$ cat src/rtl/core/hcde_pkg.sv
package hcde_pkg;

	// Operation codes of an input item.
	typedef enum logic [1:0] {
		OP_TICK = 2'd0,
		OP_STEP = 2'd1,
		OP_SET  = 2'd2,
		OP_LOAD = 2'd3
	} op_t;

	// Digit positions selected by the cursor.
	typedef enum logic [1:0] {
		CUR_HOUR_TENS   = 2'd0,
		CUR_HOUR_UNITS  = 2'd1,
		CUR_MINUTE_TENS = 2'd2,
		CUR_MINUTE_UNITS = 2'd3
	} cursor_t;

	// Step direction codes. The ignored code (-2) means the step changes nothing.
	localparam logic signed [1:0] DIR_NONE    = 2'sb00;
	localparam logic signed [1:0] DIR_UP      = 2'sb01;
	localparam logic signed [1:0] DIR_DOWN    = 2'sb11;
	localparam logic signed [1:0] DIR_IGNORED = 2'sb10;

	localparam int unsigned TIME_W    = 14;
	localparam int unsigned ALARM_W   = 12;
	localparam int unsigned HOUR_W    = 7;
	localparam int unsigned AHOUR_W   = 6;
	localparam int unsigned DIFF_W    = 14;

	localparam logic [3:0] DIGIT_MAX  = 4'd9;
	localparam logic [3:0] DIGIT_BASE = 4'd10;
	localparam logic [3:0] HT_BASE    = 4'd3;
	localparam logic [3:0] MT_BASE    = 4'd6;

	// Division by 100 of a 12-bit value: (x * 5243) >> 19 is exact over the range.
	localparam logic [12:0] Div100Mul   = 13'd5243;
	localparam int unsigned Div100Shift = 19;
	localparam logic [6:0]  DecHundred  = 7'd100;

	// The time of day held as four decimal digits.
	typedef struct packed {
		logic [3:0] ht;
		logic [3:0] hu;
		logic [3:0] mt;
		logic [3:0] mu;
	} time_digits_t;

	// True when hour*100+minute is at most 23:59.
	function automatic logic time_ok(input time_digits_t t);
		return (t.ht < 4'd2) ||
			((t.ht == 4'd2) && ((t.hu < 4'd3) || ((t.hu == 4'd3) && (t.mt <= 4'd5))));
	endfunction

	// Moves a digit by -1, 0 or +1 and reduces it modulo the given base; the value
	// below zero maps to the fallback. The sum stays below twice the base here.
	function automatic logic [3:0] wrap_digit(input logic [3:0] d,
			input logic signed [1:0] dir, input logic [3:0] base,
			input logic [3:0] fallback);
		logic signed [5:0] x;
		x = $signed({2'b00, d}) + 6'(dir);
		if (x[5])
			return fallback;
		else if (x[4:0] >= {1'b0, base})
			return 4'(x[4:0] - {1'b0, base});
		else
			return x[3:0];
	endfunction

	// Splits a value of up to 63 into decimal tens and units.
	function automatic logic [7:0] split_decimal(input logic [5:0] x);
		logic [3:0] tens;
		logic [6:0] rem;
		tens = 4'd0;
		for (int k = 1; k <= 6; k++) begin
			if (x >= 6'(10 * k))
				tens = 4'(k);
		end
		rem = 7'(x) - 7'({tens, 3'b000}) - 7'({tens, 1'b0});
		return {tens, rem[3:0]};
	endfunction

	// Two decimal digits to their binary value.
	function automatic logic [6:0] join_decimal(input logic [3:0] tens,
			input logic [3:0] units);
		return 7'({tens, 3'b000}) + 7'({tens, 1'b0}) + 7'(units);
	endfunction

endpackage

$ cat src/rtl/core/hhmm_clock_digit_editor.sv
// Decimal HH:MM clock with digit editing and an alarm compare. Each item is one
// operation on the stored time (tick one minute, step one digit under the cursor,
// set one digit, or load an hour and a minute), and each item gives exactly one
// result: the new hour and minute, whether the time is at most 23:59, whether it
// equals the alarm, and the minutes until the alarm (-1 when the alarm lies
// earlier). The block takes one item every clock cycle unless out_stall has filled
// every stage, and returns its result through an input register, the time update,
// which writes the stored time so the next item sees it at once, and the result
// register that holds the alarm compare and the minute difference. Each stage
// moves on its own, so an empty stage keeps taking items while a finished result
// waits under out_stall. The time is kept as four decimal digits and resets to
// 00:00. The user must write the alarm through cfg_wr_en and cfg_wr_data while no
// item is in flight (unenforced); it is split into hour and minute at the write.
module hhmm_clock_digit_editor
	import hcde_pkg::*;
(
	input  logic                       clk,
	input  logic                       arst_n,

	input  logic                       cfg_wr_en,
	input  logic [ALARM_W-1:0]         cfg_wr_data,

	input  logic                       in_valid,
	output logic                       in_stall,
	input  logic [1:0]                 operation,
	input  logic [1:0]                 cursor,
	input  logic signed [1:0]          direction,
	input  logic [3:0]                 digit_value,
	input  logic [4:0]                 load_hour,
	input  logic [5:0]                 load_minute,

	output logic                       out_valid,
	input  logic                       out_stall,
	output logic [HOUR_W-1:0]          hour,
	output logic [HOUR_W-1:0]          minute,
	output logic                       time_valid,
	output logic                       alarm_match,
	output logic signed [DIFF_W-1:0]   minutes_to_alarm
);

	// Stage enables. A stage may load when it is empty or when its content moves on.
	logic en1, en2, en3;

	// Input register.
	logic                valid_s1;
	op_t                 op_s1;
	cursor_t             cursor_s1;
	logic signed [1:0]   dir_s1;
	logic [3:0]          digit_s1;
	logic [4:0]          load_hour_s1;
	logic [5:0]          load_minute_s1;

	// Stored time and its next value.
	time_digits_t        time_q;
	time_digits_t        time_next;
	time_digits_t        tick_t;
	time_digits_t        step_t;
	time_digits_t        set_t;
	logic                tick_carry;
	logic                tick_over;

	// Time stage results.
	logic                valid_s2;
	logic [HOUR_W-1:0]   hour_s2;
	logic [HOUR_W-1:0]   minute_s2;
	logic                time_ok_s2;

	// Alarm split into hour and minute.
	logic [AHOUR_W-1:0]  alarm_hour_q;
	logic [HOUR_W-1:0]   alarm_minute_q;
	logic [24:0]         alarm_prod;
	logic [AHOUR_W-1:0]  alarm_hour_d;
	logic [ALARM_W-1:0]  alarm_rem;

	// Compare and difference.
	logic                alarm_before;
	logic                alarm_eq;
	logic signed [8:0]   hour_diff;
	logic signed [8:0]   minute_diff;
	logic signed [15:0]  hour_diff_x;
	logic signed [15:0]  diff_sum;

	// Result register.
	logic                valid_s3;
	logic [HOUR_W-1:0]   hour_s3;
	logic [HOUR_W-1:0]   minute_s3;
	logic                time_ok_s3;
	logic                alarm_match_s3;
	logic signed [DIFF_W-1:0] diff_s3;

	assign en3 = !valid_s3 || !out_stall;
	assign en2 = !valid_s2 || en3;
	assign en1 = !valid_s1 || en2;
	assign in_stall = !en1;

	// ---------------------------------------------------------------- input register
	always_ff @(posedge clk or negedge arst_n) begin
		if (!arst_n) begin
			valid_s1 <= 1'b0;
		end else if (en1) begin
			valid_s1 <= in_valid;
		end
	end

	always_ff @(posedge clk) begin
		if (en1 && in_valid) begin
			op_s1          <= op_t'(operation);
			cursor_s1      <= cursor_t'(cursor);
			dir_s1         <= direction;
			digit_s1       <= digit_value;
			load_hour_s1   <= load_hour;
			load_minute_s1 <= load_minute;
		end
	end

	// ---------------------------------------------------------------- alarm register
	// The quotient by 100 comes from a reciprocal multiply; the remainder is what
	// is left after taking the quotient times 100 back off.
	assign alarm_prod   = 25'(cfg_wr_data) * 25'(Div100Mul);
	assign alarm_hour_d = alarm_prod[Div100Shift +: AHOUR_W];
	assign alarm_rem    = cfg_wr_data - 12'(alarm_hour_d) * 12'(DecHundred);

	always_ff @(posedge clk or negedge arst_n) begin
		if (!arst_n) begin
			alarm_hour_q   <= '0;
			alarm_minute_q <= '0;
		end else if (cfg_wr_en) begin
			alarm_hour_q   <= alarm_hour_d;
			alarm_minute_q <= alarm_rem[HOUR_W-1:0];
		end
	end

	// ---------------------------------------------------------------- time update
	// Tick: minute 59 rolls over to 00 with a carry, and so does minute 99. The
	// hour then counts up; hour 24 wraps to 00, and a carry out of hour 99 takes
	// the whole time back to 00:00.
	always_comb begin
		tick_t     = time_q;
		tick_carry = ((time_q.mt == 4'd5) || (time_q.mt == DIGIT_MAX)) &&
			(time_q.mu == DIGIT_MAX);
		tick_over  = tick_carry && (time_q.ht == DIGIT_MAX) && (time_q.hu == DIGIT_MAX);
		if (tick_carry) begin
			tick_t.mt = 4'd0;
			tick_t.mu = 4'd0;
			if (time_q.hu == DIGIT_MAX) begin
				tick_t.hu = 4'd0;
				tick_t.ht = time_q.ht + 4'd1;
			end else begin
				tick_t.hu = time_q.hu + 4'd1;
			end
		end else if (time_q.mu == DIGIT_MAX) begin
			tick_t.mu = 4'd0;
			tick_t.mt = time_q.mt + 4'd1;
		end else begin
			tick_t.mu = time_q.mu + 4'd1;
		end
		if (tick_over || ((tick_t.ht == 4'd2) && (tick_t.hu == 4'd4))) begin
			tick_t.ht = 4'd0;
			tick_t.hu = 4'd0;
		end
	end

	// Step: only on a valid time and a known direction. Each digit wraps under its
	// own base; the hour units digit runs 0 to 3 while the hour tens digit is 2.
	always_comb begin
		step_t = time_q;
		if (time_ok(time_q) && (dir_s1 != DIR_IGNORED)) begin
			case (cursor_s1)
				CUR_HOUR_TENS: begin
					step_t.ht = wrap_digit(time_q.ht, dir_s1, HT_BASE, 4'd2);
					if (!time_ok(step_t))
						step_t.hu = 4'd3;
				end
				CUR_HOUR_UNITS: begin
					case (dir_s1)
						DIR_UP: begin
							if (time_q.ht == 4'd2)
								step_t.hu = {2'b00, 2'(time_q.hu + 4'd1)};
							else
								step_t.hu = (time_q.hu == DIGIT_MAX) ? 4'd0 : time_q.hu + 4'd1;
						end
						DIR_DOWN: begin
							if (time_q.hu == 4'd0)
								step_t.hu = (time_q.ht == 4'd2) ? 4'd3 : DIGIT_MAX;
							else
								step_t.hu = time_q.hu - 4'd1;
						end
						default: step_t.hu = time_q.hu;
					endcase
				end
				CUR_MINUTE_TENS: begin
					step_t.mt = wrap_digit(time_q.mt, dir_s1, MT_BASE, 4'd5);
				end
				CUR_MINUTE_UNITS: begin
					step_t.mu = wrap_digit(time_q.mu, dir_s1, DIGIT_BASE, DIGIT_MAX);
				end
				default: step_t = time_q;
			endcase
		end
	end

	// Set: a digit of 10 or more leaves the time alone.
	always_comb begin
		set_t = time_q;
		if (digit_s1 < DIGIT_BASE) begin
			case (cursor_s1)
				CUR_HOUR_TENS:    set_t.ht = digit_s1;
				CUR_HOUR_UNITS:   set_t.hu = digit_s1;
				CUR_MINUTE_TENS:  set_t.mt = digit_s1;
				CUR_MINUTE_UNITS: set_t.mu = digit_s1;
				default:          set_t = time_q;
			endcase
		end
	end

	always_comb begin
		case (op_s1)
			OP_TICK: time_next = tick_t;
			OP_STEP: time_next = step_t;
			OP_SET:  time_next = set_t;
			OP_LOAD: time_next = {split_decimal({1'b0, load_hour_s1}),
				split_decimal(load_minute_s1)};
			default: time_next = time_q;
		endcase
	end

	always_ff @(posedge clk or negedge arst_n) begin
		if (!arst_n) begin
			time_q   <= '0;
			valid_s2 <= 1'b0;
		end else if (en2) begin
			valid_s2 <= valid_s1;
			if (valid_s1)
				time_q <= time_next;
		end
	end

	always_ff @(posedge clk) begin
		if (en2 && valid_s1) begin
			hour_s2    <= join_decimal(time_next.ht, time_next.hu);
			minute_s2  <= join_decimal(time_next.mt, time_next.mu);
			time_ok_s2 <= time_ok(time_next);
		end
	end

	// ---------------------------------------------------------------- result stage
	// Minutes stay below 100 on both sides, so comparing hour first and minute
	// second orders the values exactly as hour*100+minute would.
	assign alarm_eq     = ({1'b0, alarm_hour_q} == hour_s2) && (alarm_minute_q == minute_s2);
	assign alarm_before = ({1'b0, alarm_hour_q} < hour_s2) ||
		(({1'b0, alarm_hour_q} == hour_s2) && (alarm_minute_q < minute_s2));

	assign hour_diff   = $signed({3'b000, alarm_hour_q}) - $signed({2'b00, hour_s2});
	assign minute_diff = $signed({2'b00, alarm_minute_q}) - $signed({2'b00, minute_s2});
	assign hour_diff_x = 16'(hour_diff);
	// Times 60 as times 64 less times 4.
	assign diff_sum    = (hour_diff_x <<< 6) - (hour_diff_x <<< 2) + 16'(minute_diff);

	always_ff @(posedge clk or negedge arst_n) begin
		if (!arst_n) begin
			valid_s3 <= 1'b0;
		end else if (en3) begin
			valid_s3 <= valid_s2;
		end
	end

	always_ff @(posedge clk) begin
		if (en3 && valid_s2) begin
			hour_s3        <= hour_s2;
			minute_s3      <= minute_s2;
			time_ok_s3     <= time_ok_s2;
			alarm_match_s3 <= alarm_eq;
			diff_s3        <= alarm_before ? -14'sd1 : diff_sum[DIFF_W-1:0];
		end
	end

	assign out_valid        = valid_s3;
	assign hour             = hour_s3;
	assign minute           = minute_s3;
	assign time_valid       = time_ok_s3;
	assign alarm_match      = alarm_match_s3;
	assign minutes_to_alarm = diff_s3;

	// ---------------------------------------------------------------- assertions
	// The stored time always stays a four-digit decimal value.
	assert property (@(posedge clk) disable iff (!arst_n)
		(time_q.ht <= DIGIT_MAX) && (time_q.hu <= DIGIT_MAX) &&
		(time_q.mt <= DIGIT_MAX) && (time_q.mu <= DIGIT_MAX))
		else $error("stored time digit out of decimal range");

	// A valid time never shows an hour past 23.
	assert property (@(posedge clk) disable iff (!arst_n)
		(out_valid && time_valid) |-> (hour <= 7'd23))
		else $error("valid time with hour past 23");

	// A match with the alarm means no minutes remain.
	assert property (@(posedge clk) disable iff (!arst_n)
		(out_valid && alarm_match) |-> (minutes_to_alarm == 14'sd0))
		else $error("alarm match with nonzero minutes to alarm");

	// The input side holds off only when every stage is full and the output is held.
	assert property (@(posedge clk) disable iff (!arst_n)
		in_stall |-> (valid_s1 && valid_s2 && valid_s3 && out_stall))
		else $error("input stalled with room in the pipeline");

endmodule
$ cat config.mk
export PLATFORM = sky130hd
export DESIGN_NAME = hhmm_clock_digit_editor
export DESIGN_NICKNAME = d
export VERILOG_FILES = /design/src/rtl/core/hcde_pkg.sv /design/src/rtl/core/hhmm_clock_digit_editor.sv
export SDC_FILE = /design/constraint.sdc
export NUM_CORES = 1
export LEC_CHECK = 0
export BUFFER_PORTS_ARGS = -buffer_cell sky130_fd_sc_hd__buf_2
export CORE_MARGIN = 5
export CORE_UTILIZATION = 30
export CTS_CLUSTER_SIZE = 40
export DETAILED_ROUTE_END_ITERATION = 6
export GPL_TIMING_DRIVEN = 0
export SETUP_SLACK_MARGIN = 0.2
export SYNTH_ARGS = -nofsm -noshare
export SYNTH_HDL_FRONTEND = slang
export SYNTH_SLANG_ARGS = --single-unit
$ cat constraint.sdc
create_clock -name clk -period 5.9 [get_ports clk]
set_clock_uncertainty 0.05 [all_clocks]
set_input_delay 0.59 -clock clk [delete_from_list [all_inputs] [get_ports clk]]
set_output_delay 0.59 -clock clk [all_outputs]
set_load 0.005 [all_outputs]
==> impl_metrics.json, run 1 <==
{
  "slew_headroom": 0.374,
  "sequential_cell_area_mm2": 0.00278,
  "finalWirelength_mm": 24.9,
  "critical_path.most_common_cell": "sky130_fd_sc_hd__xnor2_1",
  "clockRootBuffer": "sky130_fd_sc_hd__clkbuf_16",
  "power.sequential.fraction": 0.157,
  "status": "finished, violations left",
  "use_met1": 0.173,
  "setup_tns_ns": -0.0732,
  "yosys.cell_types.count": 89,
  "cp_slowest_cell": "sky130_fd_sc_hd__fa_1",
  "post_drt_via_cell_ratio": 4.87,
  "gr-max-usage-layer": "met2",
  "grt.met3_usage": 0.0192,
  "chipHeight_um": 198,
  "cts.clk_slew.worst_paths_ns": 0.08,
  "power_switching_mw": 3.46,
  "place.gp.congestion": 0.898,
  "synth.cell_area_mm2": 0.0106,
  "synth.yosys.seq_area_share": 0.262,
  "core_area_mm2": 0.0347,
  "p_sw_frac": 0.465,
  "area_delta_synth_final_pct": 16.9,
  "cts_buffers": 9,
  "powerDensity_mw_per_mm2": 600,
  "postRouteAntennaNets": 0,
  "synth_edf_count": 66,
  "drive_gt1_frac": 0.169,
  "grt_pass1_vias": 8030,
  "detailed_place_hpwl_mm": 20.0,
  "clockPowerShare": 0.080,
  "power.internal_mw": 3.97,
  "timing.final.ws_setup_ns": -0.0732,
  "antenna-diode-count": 0,
  "worst_ir_drop_vdd_uv": 494,
  "leakage_nw": 5.60,
  "placementRows": 68,
  "initial_utilization": 0.306,
  "r2r_cell_count": 17,
  "floorplan.die_area_mm2": 0.0392,
  "combinational_fraction_of_design_power": 0.762,
  "cts.path.max_buffers": 2,
  "syn-num-nets": 1369,
  "detail_route.drc_violations": 0,
  "gr-usage-all-layers": 0.127,
  "critical_path.endpoint_type": "register",
  "critPathMaxFanout": 7,
  "cts_tree": "yes",
  "grt_pass1_wl_mm": 40.7,
  "timing.rr.end": "hour_s2[6]",
  "critPathKind": "input port to register",
  "violations_in_the_final_reports": "negative setup slack",
  "routedWlPerCell_um": 14.9,
  "endpoints_failing_setup": 1,
  "r2r_slack_ns": 0.55,
  "avgSynthCellArea_um2": 9.65,
  "number_of_pins_with_negative_max_slew_slack_in_the_final_report": 0,
  "drt_first_pass_iters": 6,
  "clkLatencyLatePin_ns": 0.36,
  "antenna_violations_before_repair": 0,
  "number_of_filler_instances_in_the_final_layout": 3573,
  "ioPinCount": 70,
  "register_bit_count_reported_by_yosys": 98,
  "globalRoute.totalOverflow": 0,
  "setup_repair_after_global_routing_missed_its_margin": "true",
  "multi_input_comb_area_mm2": 0.00727,
  "startpoint_type_of_the_worst_setup_path": "input port",
  "fin_crit_ns": 5.97,
  "holdWs_ns": 0.235,
  "globalRouteMet2Util": 0.216,
  "htreeDepth": 3,
  "clkSinkCount": 98,
  "finish.net_count": 1476,
  "yosys_warnings": 0,
  "num_vias": 8119,
  "clock.fmax_mhz": 167,
  "min_period_over_period": 1.01,
  "drt_first_iter_violations": 464,
  "grt_max_degree": 33,
  "timing.critical_path.arrival_ns": 6.17,
  "synthesis.instances": 1099,
  "synth_flop_cell": "sky130_fd_sc_hd__edfxtp_1",
  "tightest_slew_ns": 0.939,
  "maxCapViolCount": 0,
  "final_core_utilization": 0.357,
  "port-buffer-count": 68,
  "die_width_um": 198,
  "hold_viol_final": 0,
  "cp_slowest_stage_delay_ns": 0.57,
  "worstHoldPathType": "input port to asynchronous set/reset pin",
  "reg2reg_from": "dir_s1[0]",
  "worst-endpoint-required_ns": 6.09,
  "postSynth.asyncResetShare": 0.327
}
==> cell usage after synthesis, types with 5 or more instances <==
master | n | area share
sky130_fd_sc_hd__nor3_1 | 22 | 0.010
sky130_fd_sc_hd__nand2_1 | 67 | 0.024
sky130_fd_sc_hd__mux2i_1 | 12 | 0.011
sky130_fd_sc_hd__dfrtp_1 | 32 | 0.076
sky130_fd_sc_hd__a21boi_0 | 5 | 0.0035
sky130_fd_sc_hd__a21oi_1 | 63 | 0.030
sky130_fd_sc_hd__nand4_1 | 8 | 0.0047
sky130_fd_sc_hd__inv_1 | 172 | 0.061
sky130_fd_sc_hd__o211ai_1 | 7 | 0.0050
sky130_fd_sc_hd__a31oi_1 | 22 | 0.013
sky130_fd_sc_hd__nor2_1 | 55 | 0.019
sky130_fd_sc_hd__a211oi_1 | 6 | 0.0042
sky130_fd_sc_hd__ha_1 | 169 | 0.20
sky130_fd_sc_hd__xor2_1 | 14 | 0.012
sky130_fd_sc_hd__a22oi_1 | 6 | 0.0042
sky130_fd_sc_hd__clkbuf_1 | 20 | 0.0071
sky130_fd_sc_hd__nor2b_1 | 6 | 0.0035
sky130_fd_sc_hd__o21ai_0 | 66 | 0.031
sky130_fd_sc_hd__fa_1 | 63 | 0.12
sky130_fd_sc_hd__nand3_1 | 12 | 0.0057
sky130_fd_sc_hd__edfxtp_1 | 66 | 0.19
sky130_fd_sc_hd__or3_1 | 6 | 0.0035
sky130_fd_sc_hd__a21o_1 | 19 | 0.013
sky130_fd_sc_hd__clkbuf_8 | 5 | 0.0065
sky130_fd_sc_hd__mux2_2 | 10 | 0.011
sky130_fd_sc_hd__nand2b_1 | 10 | 0.0059
sky130_fd_sc_hd__xnor2_1 | 43 | 0.036
sky130_fd_sc_hd__or2_2 | 7 | 0.0041
sky130_fd_sc_hd__o21a_1 | 6 | 0.0042
==> routing by layer <==
metal,up-vias,wire [um]
met2,152,12200
met3,19,907
met4,0,216
met5,-,0
met1,3895,11500
li1,4053,-
==> how the worst max path moves through the flow <==
stage / endpoint / slack [ns] / startpoint / depth (start not counted)
2_1_floorplan: alarm_minute_q[6] / -0.09 / cfg_wr_data[11] / 23
3_3_place_gp: alarm_minute_q[6] / -0.86 / cfg_wr_data[6] / 23
3_5_place_dp: alarm_minute_q[6] / -0.90 / cfg_wr_data[6] / 23
4_1_cts: alarm_minute_q[6] / -0.11 / cfg_wr_data[9] / 26
5_1_grt: alarm_minute_q[6] / -0.32 / cfg_wr_data[10] / 25
6_report: alarm_minute_q[6] / -0.07 / cfg_wr_data[10] / 25
==> state kept, by name (all words and copies together) (netlist names), 2 cells and up <==
name / flops
minute: 7
hour_s2: 7
minutes_to_alarm: 14
load_hour_s1: 5
op_s1: 2
digit_s1: 4
alarm_hour_q: 6
load_minute_s1: 6
cursor_s1: 2
hour: 7
time_q: 16
dir_s1: 2
alarm_minute_q: 7
minute_s2: 7
==> layout by cell type, fill, tap and decap left out, types with 28 or more instances in the layout <==
master / synthesis / final
sky130_fd_sc_hd__edfxtp_1: 66 / 66
sky130_fd_sc_hd__dfrtp_1: 32 / 32
sky130_fd_sc_hd__xnor2_1: 43 / 39
sky130_fd_sc_hd__ha_1: 169 / 160
sky130_fd_sc_hd__nand2_1: 67 / 67
sky130_fd_sc_hd__buf_2: 3 / 62
sky130_fd_sc_hd__o21ai_0: 66 / 63
sky130_fd_sc_hd__nor2_1: 55 / 54
sky130_fd_sc_hd__inv_1: 172 / 160
sky130_fd_sc_hd__buf_4: 1 / 28
sky130_fd_sc_hd__fa_1: 63 / 59
sky130_fd_sc_hd__a21oi_1: 63 / 60
==> final cells by class <==
type,count,area share
clock buffers,9,0.0182
plain buffers,30,0.0140
clock inverters,7,0.00585
well taps,455,0.0459
inverters,174,0.0533
multi-input cells,797,0.586
repair buffers,96,0.0520
flip-flops and latches,98,0.224
==> per-stage QoR <==
step                area [um2]  worst slack [ns]  std cells  power (mW)
detailed placement       11600            -0.896       1623        6.27
global route             12400            -0.317       1666        8.25
floorplan                10600           -0.0862       1099        5.22
finish                   12400           -0.0732       1666        7.43
global placement         11500            -0.858       1622        6.19
CTS                      12200            -0.109       1656        7.27
==> power groups by stage <==
stage	combinational, mW	sequential (mW)	clock (mW)
floorplan	4.09	1.13	0
global placement	4.99	1.19	0
detailed placement	5.08	1.19	0
CTS	5.48	1.17	0.611
global route	6.41	1.19	0.644
finish	5.67	1.17	0.598
==> critical path, delay by kind of cell <==
kind / cells / cell delay (ns)
XOR/XNOR: 5 / 0.84
adder cells (fa/ha/maj): 7 / 3.16
buffers and inverters: 5 / 0.44
AO/OA/AOI/OAI: 7 / 0.95
AND/OR/NAND/NOR: 1 / 0.15
==> kinds of logic (layout without fill, tap and decap cells) <==
family | count (synthesis) | after routing | synth area share
AO/OA/AOI/OAI | 256 | 256 | 0.158
XOR/XNOR | 60 | 60 | 0.0523
adder cells (fa/ha/maj) | 233 | 233 | 0.319
buffers and inverters | 204 | 316 | 0.0780
flip-flops | 98 | 98 | 0.262
multiplexers | 23 | 23 | 0.0241
AND/OR/NAND/NOR | 225 | 225 | 0.106
==> what timing repair did <==
action	4_1_cts	5_1_grt
endpoints found under the setup margin	8	4
pin swaps	39	42
hold endpoints to repair	0	0
hold buffers	0	0
resized for setup	39	32
buffers inserted	17	10
(Power assumes the default switching activity.)
==> run 2: changes to the inputs <==
BUFFER_PORTS_ARGS = -buffer_cell sky130_fd_sc_hd__buf_4   (was -buffer_cell sky130_fd_sc_hd__buf_2)
CTS_CLUSTER_SIZE = 14   (was 40)
==> impl_metrics.json, run 2 (synthesis gave the netlist of run 1 again) <==
{
  "drt_first_pass_iters": 5,
  "power.internal_mw": 3.92,
  "leakage_nw": 5.60,
  "grt_pass1_wl_mm": 41.0,
  "critical_path.endpoint_type": "register",
  "power_switching_mw": 3.44,
  "timing.critical_path.arrival_ns": 6.16,
  "worstHoldPathType": "input port to asynchronous set/reset pin",
  "violations_in_the_final_reports": "negative setup slack",
  "clkLatencyLatePin_ns": 0.36,
  "drt_first_iter_violations": 545,
  "number_of_cells_in_the_finished_layout_apart_from_fillers": 1653,
  "min_period_over_period": 1.01,
  "tightest_slew_ns": 0.966,
  "drive_gt1_frac": 0.158,
  "combinational_fraction_of_design_power": 0.764,
  "routedWlPerCell_um": 15.2,
  "grt_pass1_vias": 8077,
  "status": "finished, violations left",
  "area_delta_synth_final_pct": 16.8,
  "number_of_pins_with_negative_max_slew_slack_in_the_final_report": 0,
  "critPathMaxFanout": 7,
  "num_vias": 8146,
  "clockRootBuffer": "sky130_fd_sc_hd__clkbuf_16",
  "grt_max_degree": 33,
  "layout_commonest_cell": "sky130_fd_sc_hd__ha_1",
  "holdWs_ns": 0.106,
  "timing.final.ws_setup_ns": -0.0726,
  "die_width_um": 198,
  "worst_ir_drop_vdd_uv": 508,
  "chipHeight_um": 198,
  "floorplan.die_area_mm2": 0.0392,
  "maxCapViolCount": 0,
  "finish.net_count": 1463,
  "cp_slowest_cell": "sky130_fd_sc_hd__fa_2",
  "hold_viol_final": 0,
  "detail_route.drc_violations": 0,
  "placementRows": 68,
  "power_mw": 7.36,
  "globalRoute.totalOverflow": 0,
  "power.sequential.fraction": 0.159,
  "core_area_mm2": 0.0347,
  "cts.clk_slew.worst_paths_ns": 0.08,
  "htreeDepth": 3,
  "setup_repair_after_global_routing_missed_its_margin": "true",
  "postRouteAntennaNets": 0,
  "place.gp.congestion": 0.912,
  "worst-endpoint-required_ns": 6.08,
  "largest_reg_flops": 16,
  "powerDensity_mw_per_mm2": 595,
  "cts.path.max_buffers": 2,
  "antenna_violations_before_repair": 0,
  "port-buffer-count": 68,
  "clock.fmax_mhz": 167,
  "finalWirelength_mm": 25.1,
  "cts_buffers": 9,
  "final_cell_mix": "sky130_fd_sc_hd__ha_1 (163), sky130_fd_sc_hd__inv_1 (160), sky130_fd_sc_hd__buf_4 (76), sky130_fd_sc_hd__nand2_1 (67), sky130_fd_sc_hd__edfxtp_1 (66)",
  "cts_hold_buffers": 0,
  "initial_utilization": 0.306,
  "p_sw_frac": 0.467,
  "ioPinCount": 70,
  "antenna-diode-count": 0,
  "startpoint_type_of_the_worst_setup_path": "input port",
  "gr-usage-all-layers": 0.128,
  "fin_crit_ns": 5.97,
  "placedCellCount": 1623,
  "cp_slowest_stage_delay_ns": 0.57,
  "slew_headroom": 0.356,
  "detailed_place_hpwl_mm": 20.0,
  "clockPowerShare": 0.077,
  "largest_register": "time_q",
  "critPathKind": "input port to register",
  "post_drt_via_cell_ratio": 4.93,
  "clkSinkCount": 98,
  "cts_tree": "yes",
  "setup_tns_ns": -0.0726,
  "endpoints_failing_setup": 1
}
[run 2: repair_timing]
item / 4_1_cts / 5_1_grt
endpoints found under the setup margin: 7 / 2
setup buffers: 11 / 3
gates resized for setup: 30 / 24
pin swaps: 39 / 25
[run 2: per-stage QoR]
step            util  setup WS, ns  area (um2)
6_report       0.357       -0.0726       12400
5_1_grt        0.357        -0.239       12400
4_1_cts        0.353       -0.0116       12200
3_5_place_dp   0.338        -0.870       11700
3_3_place_gp   0.337        -0.788       11700
2_1_floorplan      -       -0.0862       10600
[run 2: worst max-delay path, delay by kind of cell]
kind	cells	cell delay, ns
buffers and inverters	5	0.41
xor gates and xnor gates	5	0.73
adders and majority gates	8	3.28
and+or+nand+nor	1	0.15
AOI/OAI and AO/OA	6	0.98
[run 2: worst paths after layout]
kind	startpoint	to	slack [ns]	depth (start not counted)
max reg2reg	dir_s1[0]	hour_s2[6]	0.47	17
min in group clk	load_minute[1]	load_minute_s1[1]	0.36	1
min	arst_n	time_q[13]	0.11	1
max	cfg_wr_data[10]	alarm_minute_q[6]	-0.07	25
max in group asynchronous	arst_n	alarm_minute_q[0]	5.36	1
min reg2reg	time_ok_s2	time_valid	0.37	0
[run 2: per-layer routing]
metal,wire length (um),share of wire,global-route usage
met1,11400,0.45,0.174
met4,429,0.017,0.0275
met3,1230,0.049,0.0235
met5,0,0,0
met2,12000,0.48,0.216
[run 2: power groups by stage]
| stage | logic [mW] | registers, mW | clock network (mW) |
|---|---|---|---|
| final | 5.62 | 1.17 | 0.566 |
| after global routing | 6.36 | 1.20 | 0.619 |
| after CTS | 5.39 | 1.18 | 0.589 |
| after detailed placement | 5.11 | 1.19 | 0 |
| after global placement | 5.03 | 1.19 | 0 |
| after floorplan | 4.09 | 1.13 | 0 |
[run 2: final cells by class]
type / instances / area [um2]
clock inverter: 6 / 50.0
timing repair buffer: 83 / 678
buffer: 30 / 174
sequential: 98 / 2780
fill: 3527 / 22300
multi-input combinational: 797 / 7250
clock buffer: 10 / 229
inverter: 174 / 653
tap: 455 / 569
==> run 3: changes to the inputs <==
CORE_ASPECT_RATIO = 0.6   (was unset)
clock period = 5.8 ns   (was 5.9 ns; I/O delays follow)
==> impl_metrics.json, run 3 (synthesis gave the netlist of run 1 again) <==
{
  "grt_pass1_wl_mm": 43.9,
  "detailed_place_hpwl_mm": 22.8,
  "cts_tree": "yes",
  "timing.critical_path.arrival_ns": 6.21,
  "cp_slowest_cell": "sky130_fd_sc_hd__fa_1",
  "floorplan.die_area_mm2": 0.0393,
  "hold_viol_final": 0,
  "drt_first_iter_violations": 573,
  "sequential_cell_area_mm2": 0.00278,
  "clkSinkCount": 98,
  "fin_crit_ns": 6.02,
  "number_of_pins_with_negative_max_slew_slack_in_the_final_report": 0,
  "tightest_slew_ns": 1.02,
  "cp_slowest_stage_delay_ns": 0.57,
  "setup_repair_after_global_routing_missed_its_margin": "true",
  "critical_path.endpoint_type": "register",
  "slew_headroom": 0.319,
  "detail_route.drc_violations": 0,
  "chipHeight_um": 156,
  "routedWlPerCell_um": 16.7,
  "finalWirelength_mm": 27.7,
  "largest_reg_flops": 16,
  "die_width_um": 253,
  "clkLatencyLatePin_ns": 0.37,
  "startpoint_type_of_the_worst_setup_path": "input port",
  "grt_pass1_vias": 7957,
  "post_drt_via_cell_ratio": 4.95,
  "critical_path.cell_chain": "buf_4, fa_1, inv_1, fa_1, inv_1, fa_2, fa_1, fa_2, ha_1, and4_4, a31oi_4, o21ai_2, a41oi_4, o21bai_4, xor2_2, inv_2, fa_2, a21o_1, a21oi_4, xnor2_2, xnor2_1, xnor2_1, xnor2_1, a21oi_1",
  "worst-endpoint-required_ns": 5.99,
  "htreeDepth": 3,
  "violations_in_the_final_reports": "negative setup slack",
  "critical_path.top_delay_family": "adder cells",
  "worst_ir_drop_vdd_uv": 651,
  "cts_hold_buffers": 0,
  "area_delta_synth_final_pct": 17.2,
  "multi_input_comb_area_mm2": 0.00726,
  "num_vias": 8231,
  "grt_max_degree": 33,
  "globalRouteMet2Util": 0.188,
  "port-buffer-count": 68,
  "drive_gt1_frac": 0.155,
  "core_area_mm2": 0.0349,
  "antenna_violations_before_repair": 0,
  "leakage_nw": 5.62,
  "number_of_filler_instances_in_the_final_layout": 3504,
  "gr-usage-all-layers": 0.140,
  "initial_utilization": 0.303,
  "cts.path.max_buffers": 2,
  "clockRootBuffer": "sky130_fd_sc_hd__clkbuf_16",
  "globalRoute.totalOverflow": 0,
  "critPathMaxFanout": 6,
  "use_met1": 0.226,
  "gr-max-usage-layer": "met1",
  "ioPinCount": 70,
  "finish.net_count": 1462,
  "antenna-diode-count": 0,
  "worstPathBufferInverterCount": 4,
  "setup_tns_ns": -0.222,
  "min_period_over_period": 1.04,
  "critPathKind": "input port to register",
  "cts_buffers": 9,
  "worstHoldPathType": "input port to asynchronous set/reset pin",
  "status": "finished, violations left",
  "cts.clk_slew.worst_paths_ns": 0.08,
  "largest_register": "time_q",
  "placementRows": 53,
  "postRouteAntennaNets": 0,
  "maxCapViolCount": 0,
  "grt.met3_usage": 0.0313,
  "powerDensity_mw_per_mm2": 612,
  "drt_first_pass_iters": 6,
  "endpoints_failing_setup": 1,
  "clock.fmax_mhz": 166,
  "dp_worst_slack_ns": -1.05,
  "final_cell_mix": "sky130_fd_sc_hd__inv_1 (165), sky130_fd_sc_hd__ha_1 (165), sky130_fd_sc_hd__buf_4 (74), sky130_fd_sc_hd__nand2_1 (67), sky130_fd_sc_hd__edfxtp_1 (66)",
  "timing.final.ws_setup_ns": -0.222,
  "place.gp.congestion": 0.919
}
[run 3: cell count changes in the layout (fill, tap and decap cells not counted), sizes merged]
| cell | before | now |
|---|---|---|
| buf | 87 | 86 |
| clkinv | 2 | 4 |
| clkinvlp | 2 | 1 |
| inv | 176 | 175 |
[run 3: routing by layer]
metal | vias up | wire length (um) | part of all wire
li1 | 4047 | - | -
met1 | 3931 | 14700 | 0.53
met2 | 229 | 10800 | 0.39
met3 | 24 | 1940 | 0.070
met4 | 0 | 374 | 0.013
met5 | - | 0 | 0
[run 3: worst paths after layout]
| check | startpoint | end | slack (ns) | depth (start not counted) |
|---|---|---|---|---|
| setup reg to reg | dir_s1[0] | hour_s2[6] | 0.54 | 17 |
| hold reg to reg | time_ok_s2 | time_valid | 0.40 | 0 |
| setup / recovery | cfg_wr_data[11] | alarm_minute_q[6] | -0.22 | 24 |
| min in group clk | load_minute[1] | load_minute_s1[1] | 0.33 | 1 |
| max in group asynchronous | arst_n | time_q[13] | 5.24 | 1 |
| hold / removal | arst_n | out_valid | 0.09 | 1 |
[run 3: cell type report]
type,instances,area share
timing repair buffer,82,0.0557
tap,467,0.0470
clock buffer,10,0.0184
multi-input combinational,797,0.584
sequential,98,0.224
inverter,174,0.0532
clock inverter,6,0.00403
buffer,30,0.0140
[run 3: power by group]
part | internal [mW] | total, mW | switching (mW)
Sequential | 1.02 | 1.20 | 0.179
Clock | 0.296 | 0.584 | 0.287
Combinational | 2.65 | 5.82 | 3.17
Total | 3.97 | 7.61 | 3.64
[run 3: metrics by stage]
stage	power (mW)	area [um2]	std cells	hold slack (ns)	utilization
floorplan	5.31	10600	1099	0.234	-
global placement	6.44	11700	1634	0.384	0.336
detailed placement	6.56	11800	1635	0.384	0.337
CTS	7.46	12300	1661	0.108	0.352
global route	8.43	12400	1664	0.129	0.356
finish	7.61	12400	1664	0.0922	0.356
[run 3: timing repair]
item | CTS | global route
pin swaps | 34 | 29
resized for setup | 42 | 13
buffers inserted | 10 | 3
endpoints found under the setup margin | 8 | 4
